File: config.mk
export PLATFORM = sky130hd
export DESIGN_NAME = mm_store
export DESIGN_NICKNAME = d
export VERILOG_FILES = /design/src/rtl/core/mm_pkg.sv /design/src/rtl/core/mm_store.sv
export SDC_FILE = /design/constraint.sdc
export NUM_CORES = 2
export LEC_CHECK = 0
export ABC_AREA = 0
export BUFFER_PORTS_ARGS = -buffer_cell sky130_fd_sc_hd__buf_4
export CORE_MARGIN = 2
export CORE_UTILIZATION = 45
export CTS_CLUSTER_DIAMETER = 120
export DETAILED_ROUTE_END_ITERATION = 16
export GPL_TIMING_DRIVEN = 0
export MAX_ROUTING_LAYER = met4
export PLACE_DENSITY = 0.63
export SYNTH_ARGS = -nofsm -noshare
export SYNTH_HDL_FRONTEND = slang
export SYNTH_SLANG_ARGS = --single-unit
File: constraint.sdc
create_clock -name clk_i -period 4.59 [get_ports clk_i]
set_input_delay 0.459 -clock clk_i [delete_from_list [all_inputs] [get_ports clk_i]]
set_output_delay 0.459 -clock clk_i [all_outputs]
set_load 0.05 [all_outputs]
File: src/rtl/core/mm_pkg.sv
`timescale 1ns / 1ps

package mm_pkg;

  // Matrix geometry: square stores of MaxDim by MaxDim words.
  localparam int MaxDim = 8;
  localparam int DimW   = $clog2(MaxDim);
  localparam int AddrW  = 2 * DimW;
  localparam int Depth  = MaxDim * MaxDim;

  // Element and accumulator widths.
  localparam int DataW = 32;
  localparam int ProdW = 2 * DataW;
  localparam int AccW  = ProdW + DimW;
  localparam int FracW = 16;

  // Configuration port.
  localparam int CfgIdxW  = 2;
  localparam int CfgDataW = 4;

  typedef enum logic [1:0] {
    ActLoadA = 2'd0,
    ActLoadB = 2'd1,
    ActStart = 2'd2,
    ActNone  = 2'd3
  } mm_action_e;

  typedef enum logic [CfgIdxW-1:0] {
    CfgRowsA = 2'd0,
    CfgColsA = 2'd1,
    CfgRowsB = 2'd2,
    CfgColsB = 2'd3
  } mm_cfg_e;

  // Bookkeeping that travels with each multiply-accumulate step.
  typedef struct packed {
    logic            first;
    logic            last_k;
    logic            last_res;
    logic [DimW-1:0] row;
    logic [DimW-1:0] col;
  } mm_tag_t;

  // One finished product element.
  typedef struct packed {
    logic             valid;
    logic [DimW-1:0]  row;
    logic [DimW-1:0]  col;
    logic [DataW-1:0] product;
    logic             last;
  } mm_res_t;

  // Clamp a dimension register to 1..MaxDim and return it minus one.
  function automatic logic [DimW-1:0] dim_last(input logic [CfgDataW-1:0] v);
    logic [DimW-1:0] r;
    if (v == '0) begin
      r = '0;
    end else if (v > CfgDataW'(MaxDim)) begin
      r = DimW'(MaxDim - 1);
    end else begin
      r = DimW'(v - 1'b1);
    end
    return r;
  endfunction

endpackage

File: src/rtl/core/mm_store.sv
`timescale 1ns / 1ps

module mm_store (
  input  logic                     clk_i,
  input  logic                     we_i,
  input  logic [mm_pkg::AddrW-1:0] waddr_i,
  input  logic [mm_pkg::DataW-1:0] wdata_i,
  input  logic [mm_pkg::AddrW-1:0] raddr_i,
  output logic [mm_pkg::DataW-1:0] rdata_o
);
  import mm_pkg::*;

  logic [DataW-1:0] mem_q [Depth];
  logic [DataW-1:0] rdata_q;

  // One write port and one registered read port.
  always_ff @(posedge clk_i) begin
    if (we_i) begin
      mem_q[waddr_i] <= wdata_i;
    end
    rdata_q <= mem_q[raddr_i];
  end

  assign rdata_o = rdata_q;

endmodule

Word level (Yosys, flattened, before mapping) --
Memory sizes are Yosys's and may differ from the RTL's. A register that Yosys moved wholly into a read port is not among the register bits. Index checks and enable logic that the tools add are counted.
Storage, ports and cells: flip-flop bits (word level) 0, bits in latches 0, RAM bits 2048, ROM bits 0, output and inout port bits 32, logic and storage cells 3, memories 1
Memory list:
- mem_q | depth 64, bits a word 32, rd ports 1, clocked after Yosys merged registers in 1, write ports 1, line mm_store.sv:13 | logic [DataW-1:0] mem_q [Depth];
Cells by class: add/sub/neg operators 0, $mul 0, div/mod/pow operators 0, magnitude comparators 0, equal/unequal tests 0, shift-type cells 0, muxes and demuxes 2, bitwise operators 0, reductions and logical operators 0
Operators by type and width (count):
- 1-bit 2-to-1 mux | 2

Logic depth before layout (Yosys ltp) --
word-level depth 2, depth in mapped cells 10, mapped depth without buffers 5

Worst setup path after synthesis --
OpenSTA, ideal clock, no wires.
path kind input to register, start point input waddr_i[3] in the netlist's numbering, end point memory mem_q[48][0], enable pin, setup time 0.461 ns, arrival 3.158 ns, data required time 4.129 ns, slack 0.971 ns, stages on the path 4, cells stage by stage clkbuf_1 nor2b_1 nand4b_1 nor3_1
RTL lines:
- start, declared | line mm_store.sv:6 | input logic [mm_pkg::AddrW-1:0] waddr_i,
- end, declared | line mm_store.sv:13
No word-level cell before the write port.

==> flow_summary_export.csv <==
group,metric,value,unit
global_route,grt-busiest-layer,"met2",
clock_network,cts-root-buf,"clkbuf_16",
placed_design,placed_cells,5808,
floorplanning,ios,78,
route,drcViolationCount,0,
global_route,antenna_found_initial,7,
layout,stdcell_count,6194,
global_route,grt_overflow,0,
clock_network,cts_hold_buffers,0,
route,num_vias,39421,
layout,multi_input_area,16000,µm²
timing,tightest_slew,1.47,ns
synthesis,syn-instance-count,3324,
global_route,track_usage,0.274,
timing,period_share,1.05,
timing,post-route-min-period,4.80,ns
clock_network,tritoncts,"done",
layout,fillers,13130,
route,ant_nets,0,
floorplanning,die_w,422,µm
timing,slew_viol_final,0,
layout,regArea,62100,µm²
setup_path,worstSetupStartpointType,"primary input",
setup_path,worst_setup_path_end_kind,"flip-flop",
synthesis,async_flop_share,0,
timing,rsz0062_at_grt,"no",
global_route,first_global_vias,37933,
route,wl_per_cell,38.3,µm
setup_path,required,5.21,ns
layout,mostFrequentLayoutCells,"2048 x edfxtp_1, 544 x mux4_2, 209 x clkbuf_16",
pwr,vdd_drop_max,0.351,mV
floorplanning,initial_core_util,0.452,
synthesis,syn_area,78500,µm²
floorplanning,rows,153,
worst_hold_path,hold_class,"primary input to flip-flop",
floorplanning,die_area,178000,µm²
synthesis,yosysWarnings,0,
global_route,grtUsageMet2,0.407,
pwr,p_per_area,438,nW/µm²
placed_design,dp.final_hpwl,152,mm
clock_network,cts_buffers,205,
synthesis,synth.yosys.seq_area_share,0.791,
route,drtPass1Iterations,7,
clock_network,clk_latency,0.83,ns
flow_run,drv_cap,0,
clock_network,post_cts.repair.setup_buffers,0,
global_route,grtUsageMet3,0.0701,
placed_design,gp_congestion,0.910,
layout,final_common_cell,"edfxtp_1",
clock_network,cts.sinks,2080,
layout,drive_gt1_frac,0.295,
timing,hold_viol,0,
timing,skew,0.0309,ns
status,outcome,"finished, violations left",
placed_design,port-buffer-count,69,
synthesis,synth.distinct_cells,34,
synthesis,synthesis.nets,3370,
global_route,use_met1,0.368,
setup_path,critical_path_arrival,5.42,ns
status,failed_checks,"negative setup slack",
route,drtIter0Drc,6859,
timing,setup_ws,-0.210,ns
pwr,p_leak,0.0281,µW
layout,nNetsFinal,3736,
clock_network,max-clock-path-buffers,3,
setup_path,crit_type,"primary input to flip-flop",
global_route,grt_max_degree,65,
timing,hold_ws,0.173,ns
global_route,grt_pass1_wl,321,mm
synthesis,synth-edff-count,2048,
synthesis,synth_seq_cells,2080,
clock_network,path_clk_slew,0.06,ns
floorplanning,fp.dieH,422,µm
layout,fin_util,0.522,
clock_network,htree_num_levels,4,
setup_path,path_max_fanout,10,
floorplanning,core-area,174000,µm²
synthesis,syn_area_per_cell,23.6,µm²
timing,fmax,0.208,GHz
route,routed_wl,237,mm
synthesis,yosys_most_used_dff,"edfxtp_1",
layout,syn_to_final_growth,15.5,%
timing,relSlewSlack,0.0176,
route,vias_per_cell,6.36,
timing,setup_viol,3,
## final timing paths
check,startpoint,end,slack (ns),cells after the start
max,raddr_i[1],rdata_o[15],-0.21,9
min,wdata_i[17],mem_q[32][17],0.17,1
max reg2reg,mem_q[27][18],rdata_o[18],1.81,4
min reg2reg,mem_q[28][20],rdata_o[20],0.99,4
## power by group
part	internal (µW)	leakage [µW]	total, µW	switching, µW
clock	9180	0.00312	16300	7100
combinational	746	0.00626	2350	1610
sequential	21000	0.0187	21100	39.8
## area by class of cell
| class | instances | share of cell area |
|---|---|---|
| flip-flops and latches | 2080 | 0.685 |
| multi-input cells | 1062 | 0.176 |
| clock buffers | 267 | 0.0605 |
| well taps | 2325 | 0.0321 |
| repair buffers | 159 | 0.0260 |
| clock inverters | 112 | 0.0103 |
| plain buffers | 182 | 0.00985 |
| diodes | 7 | 0.000193 |
## critical path, cell delays in order
cell,delay [ns]
buf_2,0.51
buf_2,0.49
buf_2,0.43
clkdlybuf4s15_1,1.01
nand3b_1,0.67
o221ai_1,0.60
a21oi_1,0.23
a21oi_1,0.71
nor2_1,0.28
## state kept, by name, indices dropped and copies added, names as in the netlist
| signal | flops |
|---|---|
| mem_q | 2048 |
| rdata_o | 32 |
## cell families after synthesis
group,after synthesis,synth area share
buffers and inverters,182,0.0113
AOI/OAI and AO/OA,202,0.0167
DFF,2080,0.791
and+or+nand+nor,223,0.0127
muxes,637,0.168
## per-stage QoR
| stage | power, µW | area [µm²] | worst slack [ns] | TNS, ns |
|---|---|---|---|---|
| after floorplan | 22600 | 78500 | 0.971 | 0 |
| after detailed placement | 23800 | 84300 | -0.803 | -5.52 |
| after global routing | 40600 | 90700 | 0.0643 | 0 |
| after CTS | 39800 | 90700 | 0.0894 | 0 |
| after global placement | 23700 | 81900 | -3.15 | -2089.61 |
| final | 39700 | 90700 | -0.210 | -0.335 |
## cell usage after synthesis, types with 8 or more instances
library cell	number	share of area
nor2b_1	15	0.0012
o221ai_1	27	0.0030
buf_2	57	0.0036
mux4_2	544	0.16
a21oi_1	62	0.0040
clkbuf_1	74	0.0035
nand2_1	26	0.0012
edfxtp_1	2048	0.78
dfxtp_1	32	0.0082
buf_4	25	0.0024
buf_1	21	0.0010
a22oi_1	12	0.0011
nor2_1	137	0.0065
mux2i_1	93	0.012
o22ai_1	84	0.0067
nand2b_1	8	0.00064
a311oi_1	8	0.00089
## metal layers
layer	part of all wire	up-vias
met3	0.12	492
met5	0	-
li1	-	15025
met1	0.37	21109
met4	0.043	0
met2	0.46	2795
## repair_timing
| item | in CTS | in global routing |
|---|---|---|
| hold endpoints to repair | 0 | 0 |
| setup endpoints to repair | 0 | 2 |
| gates resized for setup | 0 | 1 |
Power figures use the tool's default switching activity.
